$ cat src/hdl/ja3p_pkg.sv
`timescale 1ns / 1ps
// ---------------------------------------------------------------------------
// ja3p_pkg
// Types, widths and the arctangent table of the joint angle block.
// ---------------------------------------------------------------------------
package ja3p_pkg;

  localparam int COORD_WIDTH     = 16;
  localparam int DIFF_W          = COORD_WIDTH + 1;   // joint difference
  localparam int PROD_W          = 2 * DIFF_W;        // one partial product
  localparam int SUM_W           = PROD_W + 1;        // dot / cross, exact
  localparam int CW              = SUM_W + 2;         // CORDIC x/y, room for gain
  localparam int ZW              = 33;                // angle acc, 1/100 deg * 2^16
  localparam int ZFRAC           = 16;
  localparam int ANGLE_W         = 17;
  localparam int ASUM_W          = ANGLE_W + 2;       // sign + offset headroom
  localparam int OFFS_W          = 16;
  localparam int CFG_IDX_W       = 1;
  localparam int ATAN_LEN        = 24;
  localparam int CORDIC_ITER_DEF = 16;
  localparam int ANGLE_LIMIT     = 36000;

  localparam logic signed [ZW-1:0] HALF_TURN  = 33'sd1179648000;  // 18000 * 2^16
  localparam logic signed [ZW-1:0] ROUND_HALF = 33'sd32768;

  typedef enum logic [CFG_IDX_W-1:0] {
    REG_REVERSE_SIGN = 1'b0,
    REG_ANGLE_OFFSET = 1'b1
  } cfg_reg_t;

  typedef struct packed {
    logic                          tracked;
    logic signed [COORD_WIDTH-1:0] first_x;
    logic signed [COORD_WIDTH-1:0] first_y;
    logic signed [COORD_WIDTH-1:0] first_z;
    logic signed [COORD_WIDTH-1:0] middle_x;
    logic signed [COORD_WIDTH-1:0] middle_y;
    logic signed [COORD_WIDTH-1:0] middle_z;
    logic signed [COORD_WIDTH-1:0] last_x;
    logic signed [COORD_WIDTH-1:0] last_y;
    logic signed [COORD_WIDTH-1:0] last_z;
  } in_word_t;

  typedef struct packed {
    logic signed [ANGLE_W-1:0] angle;
    logic                      valid_res;
    logic                      degenerate;
  } out_word_t;

  typedef struct packed {
    logic vld;        // word present in this stage
    logic trk;        // body tracked
    logic degen;      // a zero-length difference vector
    logic both_zero;  // dot and cross both zero
  } ctl_t;

  typedef struct packed {
    ctl_t                  ctl;
    logic signed [CW-1:0]  x;
    logic signed [CW-1:0]  y;
    logic signed [ZW-1:0]  z;
  } cstate_t;

  // round(atan(2^-i) * 180/pi * 100 * 2^16)
  function automatic logic signed [ZW-1:0] atan_entry(input logic [4:0] i);
    logic signed [ZW-1:0] v;
    case (i)
      5'd0:    v = 33'sd294912000;
      5'd1:    v = 33'sd174096719;
      5'd2:    v = 33'sd91987925;
      5'd3:    v = 33'sd46694507;
      5'd4:    v = 33'sd23437865;
      5'd5:    v = 33'sd11730358;
      5'd6:    v = 33'sd5866610;
      5'd7:    v = 33'sd2933485;
      5'd8:    v = 33'sd1466764;
      5'd9:    v = 33'sd733385;
      5'd10:   v = 33'sd366693;
      5'd11:   v = 33'sd183346;
      5'd12:   v = 33'sd91673;
      5'd13:   v = 33'sd45837;
      5'd14:   v = 33'sd22918;
      5'd15:   v = 33'sd11459;
      5'd16:   v = 33'sd5730;
      5'd17:   v = 33'sd2865;
      5'd18:   v = 33'sd1432;
      5'd19:   v = 33'sd716;
      5'd20:   v = 33'sd358;
      5'd21:   v = 33'sd179;
      5'd22:   v = 33'sd90;
      5'd23:   v = 33'sd45;
      default: v = '0;
    endcase
    return v;
  endfunction

endpackage

$ cat src/hdl/ja3p_front.sv
`timescale 1ns / 1ps
// ---------------------------------------------------------------------------
// ja3p_front
// Difference vectors, dot and cross products, and the half-turn pre-rotation
// that feeds the CORDIC cell row. Four register stages.
// ---------------------------------------------------------------------------
module ja3p_front (
  input  logic                clk,
  input  logic                rst_n,
  input  logic                accept,
  input  ja3p_pkg::in_word_t  in_word,
  output ja3p_pkg::cstate_t   st_o
);
  import ja3p_pkg::*;

  // stage 0: differences
  logic                     s0_vld_r, s0_trk_r;
  logic signed [DIFF_W-1:0] a_r [3];
  logic signed [DIFF_W-1:0] b_r [3];

  // stage 1: products
  logic                     s1_vld_r, s1_trk_r, s1_degen_r;
  logic signed [PROD_W-1:0] p_r [5];
  logic                     zero_a, zero_b;

  // stage 2: dot and cross
  logic                     s2_vld_r, s2_trk_r, s2_degen_r;
  logic signed [SUM_W-1:0]  dot_r, cross_r;

  // stage 3: pre-rotated CORDIC start
  cstate_t                  st_r, st_nxt;

  always_ff @(posedge clk) begin
    a_r[0] <= DIFF_W'(in_word.first_x)  - DIFF_W'(in_word.middle_x);
    a_r[1] <= DIFF_W'(in_word.first_y)  - DIFF_W'(in_word.middle_y);
    a_r[2] <= DIFF_W'(in_word.first_z)  - DIFF_W'(in_word.middle_z);
    b_r[0] <= DIFF_W'(in_word.middle_x) - DIFF_W'(in_word.last_x);
    b_r[1] <= DIFF_W'(in_word.middle_y) - DIFF_W'(in_word.last_y);
    b_r[2] <= DIFF_W'(in_word.middle_z) - DIFF_W'(in_word.last_z);
    s0_trk_r <= in_word.tracked;
    if (!rst_n) begin
      s0_vld_r <= 1'b0;
    end else begin
      s0_vld_r <= accept;
    end
  end

  assign zero_a = (a_r[0] == '0) && (a_r[1] == '0) && (a_r[2] == '0);
  assign zero_b = (b_r[0] == '0) && (b_r[1] == '0) && (b_r[2] == '0);

  always_ff @(posedge clk) begin
    p_r[0]     <= PROD_W'(a_r[0] * b_r[0]);
    p_r[1]     <= PROD_W'(a_r[1] * b_r[1]);
    p_r[2]     <= PROD_W'(a_r[2] * b_r[2]);
    p_r[3]     <= PROD_W'(a_r[0] * b_r[1]);
    p_r[4]     <= PROD_W'(a_r[1] * b_r[0]);
    s1_trk_r   <= s0_trk_r;
    s1_degen_r <= zero_a | zero_b;
    if (!rst_n) begin
      s1_vld_r <= 1'b0;
    end else begin
      s1_vld_r <= s0_vld_r;
    end
  end

  always_ff @(posedge clk) begin
    dot_r      <= SUM_W'(p_r[0]) + SUM_W'(p_r[1]) + SUM_W'(p_r[2]);
    cross_r    <= SUM_W'(p_r[3]) - SUM_W'(p_r[4]);
    s2_trk_r   <= s1_trk_r;
    s2_degen_r <= s1_degen_r;
    if (!rst_n) begin
      s2_vld_r <= 1'b0;
    end else begin
      s2_vld_r <= s1_vld_r;
    end
  end

  // negative dot: turn by 180 deg so x starts non-negative
  always_comb begin
    st_nxt.ctl.vld       = s2_vld_r;
    st_nxt.ctl.trk       = s2_trk_r;
    st_nxt.ctl.degen     = s2_degen_r;
    st_nxt.ctl.both_zero = (dot_r == '0) && (cross_r == '0);
    if (dot_r < 0) begin
      st_nxt.x = -CW'(dot_r);
      st_nxt.y = -CW'(cross_r);
      st_nxt.z = (cross_r >= 0) ? HALF_TURN : -HALF_TURN;
    end else begin
      st_nxt.x = CW'(dot_r);
      st_nxt.y = CW'(cross_r);
      st_nxt.z = '0;
    end
  end

  always_ff @(posedge clk) begin
    if (!rst_n) begin
      st_r <= '0;
    end else begin
      st_r <= st_nxt;
    end
  end

  assign st_o = st_r;

endmodule

$ cat config.mk
export PLATFORM = sky130hd
export DESIGN_NAME = ja3p_front
export DESIGN_NICKNAME = d
export VERILOG_FILES = /design/src/hdl/ja3p_pkg.sv /design/src/hdl/ja3p_front.sv
export SDC_FILE = /design/constraint.sdc
export NUM_CORES = 2
export LEC_CHECK = 0
export BUFFER_PORTS_ARGS = -buffer_cell sky130_fd_sc_hd__buf_2
export CAP_MARGIN = 30
export CORE_ASPECT_RATIO = 1.4
export CORE_MARGIN = 1
export CORE_UTILIZATION = 55
export CTS_CLUSTER_SIZE = 20
export DETAILED_ROUTE_END_ITERATION = 12
export GPL_TIMING_DRIVEN = 0
export PLACE_DENSITY = 0.87
export SLEW_MARGIN = 15
export SYNTH_ARGS = -nofsm -noshare
export SYNTH_HDL_FRONTEND = slang
export SYNTH_SLANG_ARGS = --single-unit
$ cat constraint.sdc
create_clock -name clk -period 6.07 [get_ports clk]
set_clock_uncertainty 0.15 [all_clocks]
set_input_delay 0.3035 -clock clk [delete_from_list [all_inputs] [get_ports clk]]
set_output_delay 0.3035 -clock clk [all_outputs]
set_load 0.02 [all_outputs]
-- Word-level counts from Yosys, hierarchy flattened
Memories as Yosys holds them, arrays and structs flattened.
Index checks and enable logic that the tools add are counted.
- $add $sub $neg: 11
- multipliers: 5
- magnitude comparators: 2
- multiplexer cells: 2
- bitwise gates (word level): 1
- reduce and logical (&&, ||, !) cells: 14
- operators by type and width (cell ; count):
    multiplier 17 x 17 -> 34 bit ; 5
    two-way mux 107 bit ; 1
    zero test 17 bit ; 6
    subtractor 16 x 16 -> 17 bit ; 6
    negator 35 -> 37 bit ; 2
    zero test 35 bit ; 2
    adder 34 x 34 -> 35 bit ; 1
    adder 35 x 34 -> 35 bit ; 1
    >= comparator 35 x 1 -> 1 bit (second input constant) ; 1
    < comparator 35 x 1 -> 1 bit (second input constant) ; 1
    subtractor 34 x 34 -> 35 bit ; 1
    two-way mux 33 bit ; 1
    logical AND 1 bit ; 5
    AND reduction 2 bit ; 1
    OR 1 bit ; 1
- bits in registers: 189
- memory bits (writable): 272
- logic and storage cells: 55
- memories kept: 3
- memory list (name ; words ; bits a word ; read ports ; clocked after Yosys merged registers in ; wr ports ; line ; text):
    p_r ; 5 ; 34 ; 5 ; 0 ; 5 ; ja3p_front.sv:23 ; logic signed [PROD_W-1:0] p_r [5];
    a_r ; 3 ; 17 ; 3 ; 0 ; 3 ; ja3p_front.sv:18 ; logic signed [DIFF_W-1:0] a_r [3];
    b_r ; 3 ; 17 ; 3 ; 0 ; 3 ; ja3p_front.sv:19 ; logic signed [DIFF_W-1:0] b_r [3];

-- Longest topological paths before layout
- depth after elaboration: 4
- mapped depth: 26
- depth with buffers taken out: 24

-- Worst setup path before layout
OpenSTA, ideal clock, no wires.
- path kind: reg2reg
- start: mem b_r[0][19] (netlist name)
- end: mem p_r[0][65] (netlist name)
- library setup time: 0.072 ns
- data arrival time: 6.294 ns
- data required time: 5.848 ns
- path slack: -0.446 ns
- stages on the path, launching flop included: 24
- period minus slack after synthesis: 6.516 ns
- path through: dfxtp_1 > clkbuf_1 > clkbuf_1 > nand2_1 > fa_1 > fa_1 > fa_1 > inv_1 > fa_1 > fa_1 > inv_1 > fa_1 > inv_1 > ha_1 > a21o_1 > a21oi_1 > nor2b_1 > o21ai_0 > o211ai_1 > a311o_1 > a2111oi_0 > o31ai_1 > a21oi_1 > xnor2_1
- RTL lines (item ; line):
    from (decl) ; ja3p_front.sv:19
    to (decl) ; ja3p_front.sv:23

==> results.py <==
metrics = {
    "drt": {
        "antenna_left": 0,
        "wl_per_cell_um": 27.3,
        "drc_errors": 0,
        "first_pass_iters": 9,
        "drt_iter0_markers": 5376,
        "vias": 63000,
        "wl_um": 291000,
        "viasPerCell": 5.90,
    },
    "global_routing": {
        "grt_pass1_vias": 67700,
        "grt.total_usage_pct": 42.3,
        "met2_usage_pct": 68.4,
        "antenna_found_initial": 40,
        "use_met3_pct": 12.4,
        "overflow": 0,
        "grtUsageMet1_pct": 42.2,
        "grt.busiest_layer": "met2",
        "grt_first_pass_wirelength_um": 416000,
        "grt_start_max_net_pins": 15,
    },
    "cells_and_area": {
        "final_nets": 11100,
        "fin_cells": 10700,
        "final_core_util_pct": 68.3,
        "drive_above_1_share_pct": 18.8,
        "final_common_cell": "inv_1",
        "layout_common_cells": "inv_1, fa_1, and2_1",
        "syn_to_final_growth_pct": 23.3,
    },
    "timing": {
        "min_period_over_period_pct": 118,
        "setup_viol": 53,
        "fin_ws_ns": -1.08,
        "tightest_slew_ns": 1.52,
        "tns_ns": -18.22,
        "rsz0062_at_grt": "true",
        "min_period_ns": 7.15,
        "drv_slew": 2,
        "max_freq_mhz": 140,
        "hold_violations": 0,
        "max_slew_margin_pct": -2.21,
    },
    "synthesis": {
        "yosys-mux-area-fraction_pct": 0.0563,
        "synth-simple-area-share_pct": 15.4,
        "synth_xor_area_share_pct": 4.26,
        "synthAdderAreaFrac_pct": 51.6,
        "syn_avg_cell_area_um2": 9.27,
        "ys_seq_area_share_pct": 11.8,
        "ys_async_sr_fraction_pct": 0,
        "synth-compound-area-share_pct": 6.17,
        "synth_top_family_by_area": "adder cells",
        "yosysWarnings": 0,
        "ys_ff_latch": 431,
        "synth.distinct_cells": 72,
        "syn_area_um2": 73400,
        "synth-edff-count": 0,
        "synth-main-ff-cell": "dfxtp_1",
        "synthesis.instances": 7916,
    },
    "placed_design": {
        "io_buffers": 237,
        "gp_congestion": 1.05,
        "dp_cells": 9958,
        "dp_hpwl_um": 209000,
    },
    "critical_path": {
        "path_class": "flop to flop",
        "r2r_cells": 20,
        "rrSetupSlack_ns": -1.08,
        "required_ns": 6.47,
        "cp.arrival_ns": 7.55,
        "worstSetupStartpoint": "a_r[0][16]",
        "cp-start-kind": "flop",
        "cp_max_fo": 6,
        "rr_startpoint": "a_r[0][16]",
        "r2r-end": "p_r[0][31]",
        "end_kind": "flop",
    },
    "cts": {
        "cts_buffer_depth": 3,
        "cts_tree": "yes",
        "clk_pin_slew_worst_paths_ns": 0.07,
        "cts_buffers": 47,
        "htree_num_levels": 2,
        "clk_latency_ns": 0.73,
        "clock-sinks": 431,
        "clock-root-buffer": "clkbuf_16",
    },
    "die": {
        "start_util_pct": 55.4,
        "rows": 158,
        "dieHeight_um": 434,
        "dieArea_um2": 135000,
        "die_x_um": 311,
        "io_pins": 259,
        "core_area_um2": 132000,
    },
    "hold_path": {
        "hp-start": "in_word[71]",
        "hold_class": "primary input to flop",
        "whs_endpoint": "a_r[0][24]",
        "hold_depth": 4,
    },
    "status": {
        "violations": "max-capacitance violations, max-slew violations, negative setup slack",
        "status": "finished with violations",
    },
    "run": {
        "maxCapViolations": 1,
    },
}
[sequential cells by signal, indices dropped and copies added, names as in the netlist]
register    flops
s2_degen_r      1
b_r            51
s1_trk_r        1
s0_trk_r        1
cross_r        35
s0_vld_r        1
s1_degen_r      1
s2_vld_r        1
s2_trk_r        1
dot_r          35
p_r           170
s1_vld_r        1
st_o           81
a_r            51
[synthesized netlist by cell type, types with 63 or more instances]
library cell / number / area, um2
a21o_1: 91 / 683
a21oi_1: 194 / 971
and2_1: 814 / 5090
clkbuf_1: 301 / 1130
dfxtp_1: 431 / 8630
fa_1: 1522 / 30500
ha_1: 590 / 7380
inv_1: 1739 / 6530
nand2_1: 791 / 2970
nand3_1: 63 / 315
nor2_1: 258 / 968
o21ai_0: 143 / 716
xnor2_1: 298 / 2610
[layout make-up]
cell class	count	area (um2)
clock buffers	64	1330
flip-flops and latches	431	8950
multi-input cells	5434	59500
well taps	1760	2200
repair buffers	897	7410
fillers	9258	42000
inverters	1741	6560
diodes	27	67.6
plain buffers	298	4200
clock inverters	23	249
[metal layers]
metal / routed length (um) / part of all wire [%]
met3: 30700 / 11
met4: 41400 / 14
met5: 232 / 0.080
met2: 130000 / 44
met1: 89500 / 31
[stage by stage]
stage          setup slack (ns)  hold slack (ns)  instance area [um2]
6_report                  -1.08           0.0179                90500
2_1_floorplan           -0.0560            0.160                73900
3_5_place_dp              -2.11            0.164                77600
4_1_cts                  -0.335          0.00167                87900
5_1_grt                   -1.03           0.0430                90400
3_3_place_gp              -2.20            0.162                77300
[cell families (layout without fill, tap and decap cells)]
group | count (synthesis) | in the layout
compound gates | 700 | 700
xor+xnor | 357 | 357
fa+ha+maj | 2112 | 2112
buf+inv | 2072 | 3023
flops | 431 | 431
mux | 4 | 4
other cells | 1 | 49
simple gates | 2239 | 2239
[critical path, cell delays in order (launching register included)]
cell	delay, ns
dfxtp_4	0.53
buf_12	0.19
buf_8	0.19
nand2_1	0.13
fa_1	0.53
inv_1	0.09
fa_2	0.63
inv_2	0.11
fa_1	0.63
fa_1	0.80
fa_1	0.51
fa_1	0.50
inv_1	0.07
ha_4	0.34
and2_4	0.20
nand2_2	0.11
a2bb2oi_2	0.23
o311ai_4	0.15
a31oi_1	0.18
buf_4	0.20
xnor2_4	0.47
[repair_timing]
item,CTS,global route
pin swaps,277,302
gates cloned,1,4
hold buffers,214,0
hold endpoints to repair,139,0
setup endpoints to repair,106,71
gates resized for setup,1123,458
buffers inserted,268,151
[worst max-delay path by stage]
stage,cells after the start,to,slack [ns]
2_1_floorplan,24,p_r[0][65],-0.06
3_3_place_gp,18,p_r[0][31],-2.20
5_1_grt,20,p_r[0][31],-1.03
4_1_cts,25,p_r[0][67],-0.34
3_5_place_dp,18,p_r[0][31],-2.11
6_report,20,p_r[0][31],-1.08
Power is not shown: default switching activity piles up to over one toggle a cycle in this logic, so the estimate is an artifact.
