$ cat config.mk
export PLATFORM = sky130hd
export DESIGN_NAME = ja3p_cell
export DESIGN_NICKNAME = d
export VERILOG_FILES = /design/src/hdl/ja3p_pkg.sv /design/src/hdl/ja3p_cell.sv
export SDC_FILE = /design/constraint.sdc
export NUM_CORES = 1
export LEC_CHECK = 0
export ABC_AREA = 1
export BUFFER_PORTS_ARGS = -buffer_cell sky130_fd_sc_hd__buf_2
export CAP_MARGIN = 20
export CORE_MARGIN = 8
export CORE_UTILIZATION = 62
export DETAILED_ROUTE_END_ITERATION = 10
export PLACE_DENSITY = 0.9
export SLEW_MARGIN = 40
export SYNTH_ARGS = -nofsm -noshare
export SYNTH_HDL_FRONTEND = slang
export SYNTH_SLANG_ARGS = --single-unit
export TNS_END_PERCENT = 5
$ cat constraint.sdc
create_clock -name clk -period 4.37 [get_ports clk]
set_clock_uncertainty 0.2 [all_clocks]
set_input_delay 0.6555 -clock clk [delete_from_list [all_inputs] [get_ports clk]]
set_output_delay 0.6555 -clock clk [all_outputs]
set_load 0.02 [all_outputs]
$ cat src/hdl/ja3p_pkg.sv
`timescale 1ns / 1ps
// ---------------------------------------------------------------------------
// ja3p_pkg
// Types, widths and the arctangent table of the joint angle block.
// ---------------------------------------------------------------------------
package ja3p_pkg;

  localparam int COORD_WIDTH     = 16;
  localparam int DIFF_W          = COORD_WIDTH + 1;   // joint difference
  localparam int PROD_W          = 2 * DIFF_W;        // one partial product
  localparam int SUM_W           = PROD_W + 1;        // dot / cross, exact
  localparam int CW              = SUM_W + 2;         // CORDIC x/y, room for gain
  localparam int ZW              = 33;                // angle acc, 1/100 deg * 2^16
  localparam int ZFRAC           = 16;
  localparam int ANGLE_W         = 17;
  localparam int ASUM_W          = ANGLE_W + 2;       // sign + offset headroom
  localparam int OFFS_W          = 16;
  localparam int CFG_IDX_W       = 1;
  localparam int ATAN_LEN        = 24;
  localparam int CORDIC_ITER_DEF = 16;
  localparam int ANGLE_LIMIT     = 36000;

  localparam logic signed [ZW-1:0] HALF_TURN  = 33'sd1179648000;  // 18000 * 2^16
  localparam logic signed [ZW-1:0] ROUND_HALF = 33'sd32768;

  typedef enum logic [CFG_IDX_W-1:0] {
    REG_REVERSE_SIGN = 1'b0,
    REG_ANGLE_OFFSET = 1'b1
  } cfg_reg_t;

  typedef struct packed {
    logic                          tracked;
    logic signed [COORD_WIDTH-1:0] first_x;
    logic signed [COORD_WIDTH-1:0] first_y;
    logic signed [COORD_WIDTH-1:0] first_z;
    logic signed [COORD_WIDTH-1:0] middle_x;
    logic signed [COORD_WIDTH-1:0] middle_y;
    logic signed [COORD_WIDTH-1:0] middle_z;
    logic signed [COORD_WIDTH-1:0] last_x;
    logic signed [COORD_WIDTH-1:0] last_y;
    logic signed [COORD_WIDTH-1:0] last_z;
  } in_word_t;

  typedef struct packed {
    logic signed [ANGLE_W-1:0] angle;
    logic                      valid_res;
    logic                      degenerate;
  } out_word_t;

  typedef struct packed {
    logic vld;        // word present in this stage
    logic trk;        // body tracked
    logic degen;      // a zero-length difference vector
    logic both_zero;  // dot and cross both zero
  } ctl_t;

  typedef struct packed {
    ctl_t                  ctl;
    logic signed [CW-1:0]  x;
    logic signed [CW-1:0]  y;
    logic signed [ZW-1:0]  z;
  } cstate_t;

  // round(atan(2^-i) * 180/pi * 100 * 2^16)
  function automatic logic signed [ZW-1:0] atan_entry(input logic [4:0] i);
    logic signed [ZW-1:0] v;
    case (i)
      5'd0:    v = 33'sd294912000;
      5'd1:    v = 33'sd174096719;
      5'd2:    v = 33'sd91987925;
      5'd3:    v = 33'sd46694507;
      5'd4:    v = 33'sd23437865;
      5'd5:    v = 33'sd11730358;
      5'd6:    v = 33'sd5866610;
      5'd7:    v = 33'sd2933485;
      5'd8:    v = 33'sd1466764;
      5'd9:    v = 33'sd733385;
      5'd10:   v = 33'sd366693;
      5'd11:   v = 33'sd183346;
      5'd12:   v = 33'sd91673;
      5'd13:   v = 33'sd45837;
      5'd14:   v = 33'sd22918;
      5'd15:   v = 33'sd11459;
      5'd16:   v = 33'sd5730;
      5'd17:   v = 33'sd2865;
      5'd18:   v = 33'sd1432;
      5'd19:   v = 33'sd716;
      5'd20:   v = 33'sd358;
      5'd21:   v = 33'sd179;
      5'd22:   v = 33'sd90;
      5'd23:   v = 33'sd45;
      default: v = '0;
    endcase
    return v;
  endfunction

endpackage

$ cat src/hdl/ja3p_cell.sv
`timescale 1ns / 1ps
// ---------------------------------------------------------------------------
// ja3p_cell
// One vectoring CORDIC micro-rotation, registered; IDX sets shift and angle.
// ---------------------------------------------------------------------------
module ja3p_cell #(
  parameter int IDX = 0
) (
  input  logic              clk,
  input  logic              rst_n,
  input  ja3p_pkg::cstate_t st_i,
  output ja3p_pkg::cstate_t st_o
);
  import ja3p_pkg::*;

  localparam logic signed [ZW-1:0] ANG = atan_entry(5'(IDX));

  logic signed [CW-1:0] xs, ys;
  cstate_t              st_r, st_nxt;

  assign xs = st_i.x >>> IDX;
  assign ys = st_i.y >>> IDX;

  always_comb begin
    st_nxt = st_i;
    if (st_i.y > 0) begin
      st_nxt.x = st_i.x + ys;
      st_nxt.y = st_i.y - xs;
      st_nxt.z = st_i.z + ANG;
    end else begin
      st_nxt.x = st_i.x - ys;
      st_nxt.y = st_i.y + xs;
      st_nxt.z = st_i.z - ANG;
    end
  end

  always_ff @(posedge clk) begin
    if (!rst_n) begin
      st_r <= '0;
    end else begin
      st_r <= st_nxt;
    end
  end

  assign st_o = st_r;

endmodule

# == Yosys cells after proc, flatten, opt, wreduce, memory -nomap -nowiden ==
# Index checks and enable logic that the tools add are counted.
# word_totals
register_bits,111
inputBits,113
output_inout_bits,111
# classes
n_addsub,5
n_lt_le_gt_ge,1
n_mux,1
# op_table
op,n
$mux W107,1
$sub A37 B37 Y37,2
$add A37 B37 Y37,1
$gt A37 B1 Y1 const B,1
$add A33 B30 Y33 const B,1
$sub A33 B30 Y33 const B,1

# == Logic depth before layout (Yosys ltp) ==
# Gate-level depths: netlist (run 1).
# logic_depth
word_depth,2
mapped_depth,18
mapped_depth_nobuf,17

# == Worst setup path after synthesis (run 1) ==
# OpenSTA, ideal clock, no wires.
# synth_timing
kind,input-to-reg
from,in st_i[37] in the netlist's numbering
to,reg st_r (netlist bit st_o[28])
setup_time_ns,0.120
t_arrival_ns,2.811
required_time_ns,4.050
path_slack_ns,1.239
stages,16
path_buffers,1
cell_sequence,inv_1 -> nand4_1 -> nor3_1 -> nand4_1 -> nand2_1 -> inv_2 -> clkbuf_1 -> fa_1 -> inv_1 -> nand3_1 -> nand2_1 -> a21oi_1 -> o21ai_0 -> a21oi_1 -> o21ai_0 -> a21oi_1
# synth_between
elab_chain_cells,2
# synth_lines
element,line,rtl
"start, declared",ja3p_cell.sv:11,"input ja3p_pkg::cstate_t st_i,"
$gt A37 B1 Y1,ja3p_cell.sv:26,if (st_i.y > 0) begin
$mux W107,ja3p_cell.sv:26,
"end signal, assigned",ja3p_cell.sv:41,st_r <= st_nxt;
"end, declared",ja3p_cell.sv:19,"cstate_t st_r, st_nxt;"
# Every way passes these cells.
# A chain may end at the register's enable or synchronous reset.

# == Worst setup path in the final report (run 1) ==
# layout_timing
from,in st_i[60] in the netlist's numbering
to,reg st_r (netlist bit st_o[29])
# Same word-level chain as after synthesis.

==> impl_metrics.csv, run 1 <==
group,metric,value,unit
critical_path,critPathRequiredTime,4.41,ns
drt,drtIter0Drc,1729,
floorplanning,die_h,154,µm
sta,fmax,0.277,GHz
logic_synthesis,synth_enable_flop_cells,0,
drt,drt_first_pass_iters,7,
logic_synthesis,synth_top_area_share,19.6,%
clock_network,cts.path.max_buffers,2,
floorplanning,die_w,154,µm
sta,rsz0062_at_grt,"false",
clock_network,post_cts_resized,0,
sta,whs,0.268,ns
global_routing,overflow,0,
hold_path,min_to,"st_o[8]",
sta,relSlewSlack,45.6,%
clock_network,holdBufCountCts,0,
critical_path,criticalPathCategory,"primary input to flop",
logic_synthesis,ys_types,41,
sta,tightest_slew,0.815,ns
final_layout,utilization,70.5,%
drt,drt-total-wl,45800,µm
clock_network,cts_htree_levels,3,
logic_synthesis,ys.flop_type,"dfxtp_1",
floorplanning,num_rows,50,
final_layout,largest_reg_flops,110,
logic_synthesis,netlist_area,11800,µm²
clock_network,clk_pin_slew,0.08,ns
floorplanning,start_util,63.0,%
sta,tns,0,ns
pwr,powerDensity,282,nW/µm²
logic_synthesis,yosysSeqAreaShare,18.7,%
drt,postRouteAntennaNets,0,
logic_synthesis,synthCells,2040,
sta,drv_slew,0,
logic_synthesis,synth.most_common_cell,"nand2_1",
logic_synthesis,synthArstFlopShare,0,%
pwr,p_leak,7.73,nW
clock_network,cts_root_buffer,"clkbuf_16",
logic_synthesis,synth-seq-cells,110,
hold_path,hp-class,"primary input to flop",
hold_path,hold_depth,3,
clock_network,cts_made_buffers,9,
floorplanning,ios,224,
global_routing,grt_pass1_vias,13021,
global_routing,grt_usage,37.1,%
drt,vias_per_cell,5.73,
logic_synthesis,synthTopCellsByArea,"nand2_1 20%, dfxtp_1 19%, ha_1 13%",
pwr,worst_ir_drop_vdd,0.229,mV
sta,fin_crit_sh,82.7,%
logic_synthesis,synthTopCellsByCount,"614 x nand2_1, 338 x inv_1, 229 x nor2_1, 173 x a21oi_1, 133 x nand3_1",
critical_path,crit_path_end_kind,"flop",
clock_network,numClockSinks,110,
sta,hold_violations,0,
global_routing,grt_pass1_wl,69600,µm
critical_path,critPathMaxFanout,11,
critical_path,arrival,3.65,ns
drt,drc_errors,0,
clock_network,cts_tree,"done",
logic_synthesis,yosysTopAreaCell,"nand2_1",
outcome,status,"completed",
job,max_cap_viol_count,0,
logic_synthesis,syn_nets,2278,
final_layout,final_nets,2459,
floorplanning,core,18700,µm²
sta,setup_viol,0,
global_routing,grt_max_degree,87,
drt,wire_per_inst,18.6,µm
placement,gp_congestion,1.08,
final_layout,area_growth,12.0,%
final_layout,drive_above_1_share,12.5,%
logic_synthesis,avgSynthCellArea,5.78,µm²
final_layout,antenna_cells,0,
critical_path,cp-start-kind,"primary input",
floorplanning,die_area,23700,µm²
clock_network,cts_setup_buffers,0,
placement,portBuffers,223,
placement,dp_hpwl,38100,µm
global_routing,antenna_found_initial,1,
hold_path,hold_path.startpoint,"st_i[8]",
logic_synthesis,yosys_warnings,0,
sta,fin_crit,3.61,ns
drt,vias,14108,
## cells in the final DEF (no fill, tap or decap), types with 7 or more instances in the layout
cell       Yosys  routed
xor2_1        39      39
o21bai_1      21      21
a21oi_1      173     173
buf_2         16     223
nand2_2        6       7
nand2_1      614     613
ha_1         121     121
nor2_2         9       9
nor2_1       229     229
nand4_1       20      20
nor3_1        15      15
dfxtp_1      110     110
nand3_1      133     133
clkbuf_16      0       9
inv_1        338     338
o21ai_0       91      91
o21ai_1        8       8
## power breakdown
part / internal (mW) / leakage, nW / switching [mW]
clock network: 0.406 / 0.144 / 0.441
logic: 0.515 / 6.67 / 1.22
registers: 1.11 / 0.918 / 0.0302
## through the flow
stage | power [mW] | setup WS, ns | cells | instance area [µm²]
final | 3.72 | 0.756 | 2460 | 13200
after global routing | 3.90 | 0.657 | 2460 | 13200
after CTS | 3.66 | 0.950 | 2460 | 13200
after detailed placement | 2.83 | 0.577 | 2444 | 12900
after global placement | 2.79 | 0.722 | 2444 | 12900
after floorplan | 2.29 | 1.24 | 2040 | 11800
## critical path, stage by stage
cell,delay [ns]
buf_2,0.12
inv_1,0.10
nand4_1,0.14
nor2_1,0.37
nand4_1,0.25
nand2_2,0.30
inv_2,0.14
ha_1,0.35
o21ai_0,0.26
o21ai_0,0.13
buf_4,0.17
a21oi_1,0.19
o21ai_0,0.15
o21ai_0,0.23
a21oi_1,0.10
## per-layer routing
layer / global-route usage [%] / routed length [µm] / up-vias / part of all wire [%]
met5: 0 / 13 / - / 0.028
met4: 17.9 / 2220 / 2 / 4.8
met3: 9.67 / 5920 / 136 / 13
met2: 57.2 / 19300 / 947 / 42
met1: 47.4 / 18300 / 6303 / 40
li1: - / - / 6720 / -
## cell families after synthesis
group	Yosys count	synth area share, %
XOR/XNOR	43	3.19
buffers and inverters	402	13.9
AND/OR/NAND/NOR	1041	36.1
adder cells (fa/ha/maj)	125	13.5
AO/OA/AOI/OAI	319	14.6
flip-flops	110	18.7
## worst max path at each step
stage                        start        to  slack [ns]
after CTS                 st_i[60]  st_o[29]        0.95
after detailed placement  st_i[60]  st_o[29]        0.58
final                     st_i[60]  st_o[29]        0.76
after global routing      st_i[60]  st_o[29]        0.66
after floorplan           st_i[37]  st_o[28]        1.24
after global placement    st_i[60]  st_o[28]        0.72
## layout make-up
class	count	area (µm²)
clock inverter	6	67.6
tap	234	293
inverter	343	1290
multi-input combinational	1528	7950
fill	1694	5510
clock buffer	10	229
sequential	110	2200
timing repair buffer	229	1170
Power figures use the tool's default switching activity.
==> run 2, diff against run 1 <==
--- a/config.mk
+++ b/config.mk
@@ -9,9 +9,9 @@
 export BUFFER_PORTS_ARGS = -buffer_cell sky130_fd_sc_hd__buf_2
 export CAP_MARGIN = 20
 export CORE_MARGIN = 8
-export CORE_UTILIZATION = 62
+export CORE_UTILIZATION = 58
 export DETAILED_ROUTE_END_ITERATION = 10
-export PLACE_DENSITY = 0.9
+export PLACE_DENSITY = 0.85
 export SLEW_MARGIN = 40
 export SYNTH_ARGS = -nofsm -noshare
 export SYNTH_HDL_FRONTEND = slang
==> constraint.sdc (replaced) <==
create_clock -name clk -period 3.6 [get_ports clk]
set_clock_uncertainty 0.2 [all_clocks]
set_input_delay 0.54 -clock clk [delete_from_list [all_inputs] [get_ports clk]]
set_output_delay 0.54 -clock clk [all_outputs]
set_load 0.02 [all_outputs]
==> run 2 against run 1 <==
Die area grew 6.2%. Non-clock buffer count is 12 higher. Utilization down 4.3 points. Global-route usage down 0.55 points. Worst setup slack worse by 0.36 ns.
==> impl_metrics.csv, run 2 (synthesized netlist as in run 1, its figures left out) <==
group,metric,value,unit
outcome,status,"completed",
clock_network,cts_root_buffer,"clkbuf_16",
sta,hold_violations,0,
critical_path,criticalPathCategory,"primary input to flop",
pwr,p_total,4.59,mW
critical_path,critPathMaxFanout,6,
final_layout,antenna_cells,0,
floorplanning,start_util,58.6,%
clock_network,cts_htree_levels,3,
sta,whs,0.151,ns
final_layout,largest_reg_flops,110,
critical_path,path_common_cell,"a21oi_1",
critical_path,critPathMaxStageDelay,0.36,ns
critical_path,path_cells,"buf_2, inv_1, nand4_1, nor2_1, nand4_1, nand2_2, inv_2, fa_1, inv_1, nand3_1, nand2_1, a21oi_1, o21ai_0, a21oi_1, o21ai_0, a21oi_1",
drt,drt_first_pass_iters,5,
clock_network,holdBufCountCts,0,
hold_path,min_to,"st_o[107]",
sta,fin_crit,3.20,ns
clock_network,cts.path.max_buffers,2,
pwr,p_int,2.49,mW
global_routing,use_met3,6.87,%
global_routing,grt_pass1_wl,70600,µm
final_layout,final_cells,2508,
sta,rsz0062_at_grt,"false",
clock_network,post_cts_resized,0,
job,max_cap_viol_count,0,
critical_path,crit_buf_inv,4,
critical_path,arrival,3.26,ns
pwr,p_switching,2.11,mW
critical_path,crit_cells,16,
clock_network,clk_pin_slew,0.08,ns
final_layout,fillers,1939,
hold_path,hold_path.startpoint,"st_i[107]",
clock_network,numClockSinks,110,
placement,portBuffers,223,
sta,tightest_slew,0.800,ns
pwr,clock_power_share,23.8,%
drt,drc_errors,0,
global_routing,grt_max_degree,69,
sta,tns,0,ns
pwr,powerDensity,345,nW/µm²
hold_path,hp-class,"primary input to flop",
global_routing,grt_util_met2,57.5,%
global_routing,busiest_layer,"met2",
final_layout,final_common_cell,"nand2_1",
final_layout,layout_common_cells,"613 x nand2_1, 338 x inv_1, 229 x nor2_1, 223 x buf_2, 173 x a21oi_1",
critical_path,cp-start-kind,"primary input",
critical_path,crit_family,"simple AND/OR/NAND/NOR gates",
drt,wire_per_inst,18.6,µm
sta,fmax,0.312,GHz
global_routing,grt_pass1_vias,13454,
placement,dp_hpwl,39400,µm
critical_path,crit_path_end_kind,"flop",
sta,setup_viol,0,
floorplanning,die_area,25100,µm²
drt,vias_per_cell,5.57,
pwr,p_comb_share,45.9,%
critical_path,critPathRequiredTime,3.65,ns
hold_path,hold_depth,3,
drt,vias,13981,
final_layout,drive_above_1_share,13.0,%
global_routing,grt_usage,36.6,%
drt,drt-total-wl,46800,µm
pwr,swShare,45.9,%
final_layout,final_nets,2471,
global_routing,antenna_found_initial,0,
sta,fin_crit_sh,89.0,%
placement,dp_cells,2492,
clock_network,cts_setup_buffers,0,
placement,placed_area,13000,µm²
floorplanning,num_rows,52,
global_routing,met1_usage,46.5,%
clock_network,cts_made_buffers,9,
clock_network,cts_tree,"done",
floorplanning,core,20100,µm²
sta,drv_slew,0,
floorplanning,die_h,159,µm
floorplanning,ios,224,
global_routing,overflow,0,
floorplanning,die_w,159,µm
final_layout,area_growth,13.1,%
final_layout,fin_area,13300,µm²
pwr,worst_ir_drop_vdd,0.241,mV
critical_path,slowest_stage,"fa_1",
pwr,seq_power_share,30.3,%
pwr,p_leak,7.79,nW
placement,gp_congestion,1.10,
drt,postRouteAntennaNets,0,
drt,drtIter0Drc,1634,
sta,relSlewSlack,46.7,%
-- run 2: changes by cell type in the layout (fill, tap and decap cells not counted) --
cell      change
buf_4        +14
buf_6         -2
clkbuf_1      -1
clkinv_2      +1
clkinv_8      -1
inv_6         -3
inv_8         +4
-- run 2: metrics by stage --
| step | setup slack [ns] | utilization (%) |
|---|---|---|
| final | 0.395 | 66.3 |
| after detailed placement | 0.106 | 64.8 |
| after CTS | 0.488 | 66.3 |
| after global placement | 0.179 | 64.8 |
| after global routing | 0.201 | 66.3 |
| after floorplan | 0.584 | - |
-- run 2: how the worst max path moves through the flow --
stage | from | endpoint | slack, ns
after global placement | st_i[34] | st_o[28] | 0.18
after floorplan | st_i[37] | st_o[28] | 0.58
after global routing | st_i[34] | st_o[29] | 0.20
after CTS | st_i[34] | st_o[28] | 0.49
final | st_i[34] | st_o[28] | 0.40
after detailed placement | st_i[34] | st_o[28] | 0.11
-- run 2: tightest hold or removal path: stages --
cell and delay (ns):
buf_2 0.07, nand2_1 0.04, inv_1 0.04
-- run 2: layout make-up --
cell class	instances	area (µm²)	area share (%)
inverter	343	1290	9.66
clock inverter	7	75.1	0.563
multi-input combinational	1528	7950	59.6
timing repair buffer	241	1250	9.39
tap	270	338	2.53
clock buffer	9	225	1.69
sequential	110	2200	16.5
-- run 2: routing by layer --
| layer | routed length, µm | share of wire [%] |
|---|---|---|
| met4 | 2470 | 5.3 |
| met3 | 5510 | 12 |
| met5 | 0 | 0 |
| met2 | 20200 | 43 |
| met1 | 18600 | 40 |
-- run 2: power by group through the flow --
stage,Sequential (mW),Clock [mW],Combinational [mW]
finish,1.39,1.09,2.11
global route,1.40,1.14,2.29
CTS,1.39,1.09,2.05
detailed placement,1.42,0,2.04
global placement,1.41,0,2.01
floorplan,1.58,0,1.20
==> run 3, diff against run 2 <==
--- a/config.mk
+++ b/config.mk
@@ -6,7 +6,7 @@
 export NUM_CORES = 1
 export LEC_CHECK = 0
 export ABC_AREA = 1
-export BUFFER_PORTS_ARGS = -buffer_cell sky130_fd_sc_hd__buf_2
+export BUFFER_PORTS_ARGS = -buffer_cell sky130_fd_sc_hd__buf_4
 export CAP_MARGIN = 20
 export CORE_MARGIN = 8
 export CORE_UTILIZATION = 58
==> run 3 against run 2 <==
Global-route usage decreased by 0.40 points. Maximum frequency is 0.73% lower. Critical path depth down 1. Combinational power up 5%. Cell area rose by 4.0%. Wire length fell by 1.4%. Cell count is 0.12% lower. Clock power fell by 5%. First-iteration DRC count increased by 2.7%. Count of clock-buffer cells in the layout up 1. Via count up 1.1%. Total power up 0.96%. Critical path type unchanged.
==> impl_metrics.csv, run 3 (synthesized netlist as in run 1, its figures left out) <==
group,metric,value,unit
floorplanning,num_rows,52,
pwr,worst_ir_drop_vdd,0.238,mV
hold_path,hp-class,"primary input to flop",
critical_path,crit_buf_inv,3,
clock_network,cts_setup_buffers,0,
clock_network,post_cts_resized,0,
critical_path,crit_family,"compound AO/OA/AOI/OAI gates",
floorplanning,die_h,159,µm
final_layout,fin_area,13900,µm²
critical_path,arrival,3.31,ns
drt,drc_errors,0,
global_routing,overflow,0,
placement,gp_congestion,1.08,
drt,wl_met3,5440,µm
sta,setup_viol,0,
global_routing,grt_usage,36.2,%
sta,tns,0,ns
final_layout,layout_common_cells,"613 x nand2_1, 337 x inv_1, 237 x buf_4, 229 x nor2_1, 173 x a21oi_1",
drt,m1WireLength,18400,µm
clock_network,cts.path.max_buffers,2,
sta,rsz0062_at_grt,"false",
drt,vias,14135,
outcome,status,"completed",
placement,placed_area,13600,µm²
critical_path,criticalPathCategory,"primary input to flop",
hold_path,hold_path.startpoint,"st_i[7]",
sta,relSlewSlack,44.8,%
sta,drv_slew,0,
pwr,p_leak,7.91,nW
sta,fmax,0.310,GHz
final_layout,final_nets,2468,
floorplanning,start_util,58.6,%
placement,dp_hpwl,38800,µm
drt,wire_per_inst,18.4,µm
sta,fin_crit_sh,89.7,%
drt,wl_met2,20000,µm
global_routing,grt_pass1_wl,70300,µm
floorplanning,ios,224,
pwr,powerDensity,335,nW/µm²
final_layout,antenna_cells,0,
job,max_cap_viol_count,0,
critical_path,path_cells,"buf_4, inv_1, nand4_1, nor2_1, nand4_1, nand2_2, buf_4, ha_1, a21oi_1, nand2_1, a21oi_1, o21ai_0, a21oi_1, o21ai_0, a21oi_1",
floorplanning,die_area,25100,µm²
clock_network,clk_pin_slew,0.08,ns
final_layout,largest_reg_flops,110,
sta,fin_crit,3.23,ns
clock_network,holdBufCountCts,0,
final_layout,area_growth,17.6,%
global_routing,grt_max_degree,87,
critical_path,cp-start-kind,"primary input",
critical_path,critPathMaxStageDelay,0.29,ns
critical_path,path_common_cell,"a21oi_1",
critical_path,critPathRequiredTime,3.68,ns
drt,top_layer_used,"met4",
final_layout,final_common_cell,"nand2_1",
drt,drt_first_pass_iters,6,
clock_network,cts_made_buffers,9,
sta,hold_violations,0,
final_layout,drive_above_1_share,13.0,%
critical_path,critPathLaunch,"st_i[34]",
drt,postRouteAntennaNets,0,
drt,vias_per_cell,5.64,
floorplanning,core,20100,µm²
clock_network,numClockSinks,110,
critical_path,slowest_stage,"nor2_1",
drt,drtIter0Drc,1678,
clock_network,cts_tree,"done",
sta,tightest_slew,0.828,ns
clock_network,cts_root_buffer,"clkbuf_16",
pwr,p_total,4.64,mW
placement,portBuffers,223,
critical_path,critPathMaxFanout,8,
drt,drt-total-wl,46100,µm
global_routing,antenna_found_initial,0,
global_routing,grt_pass1_vias,13118,
clock_network,cts_htree_levels,3,
final_layout,utilization,69.0,%
placement,dp_cells,2489,
critical_path,crit_path_end_kind,"flop",
floorplanning,die_w,159,µm
final_layout,final_cells,2505,
-- run 3: layout make-up --
class	instances	area, µm²
Fill cell	1825	6240
Multi-Input combinational cell	1528	7950
Clock inverter	6	61.3
Timing Repair Buffer	238	1790
Tap cell	270	338
Clock buffer	10	239
Inverter	343	1290
Sequential cell	110	2200
-- run 3: path summary, 6_finish.rpt --
path / endpoint / depth (start not counted)
min: st_o[7] / 3
max: st_o[28] / 15
-- run 3: stage by stage --
| stage | setup WS, ns | hold WS, ns |
|---|---|---|
| after floorplan | 0.584 | 0.412 |
| after global placement | 0.246 | 0.521 |
| after detailed placement | 0.165 | 0.526 |
| after CTS | 0.528 | 0.154 |
| after global routing | 0.0670 | 0.151 |
| final | 0.372 | 0.154 |
-- run 3: report_power, final --
part           total [mW]  internal (mW)  switching (mW)
combinational        2.21          0.741            1.46
clock                1.04          0.509           0.527
sequential           1.40           1.35          0.0485
total                4.64           2.60            2.04
-- run 3: layer usage --
metal	global-route usage (%)	vias to the layer above
met1	46.3	6343
li1	-	6733
met4	17.4	0
met5	0	-
met2	57.9	923
met3	6.27	136
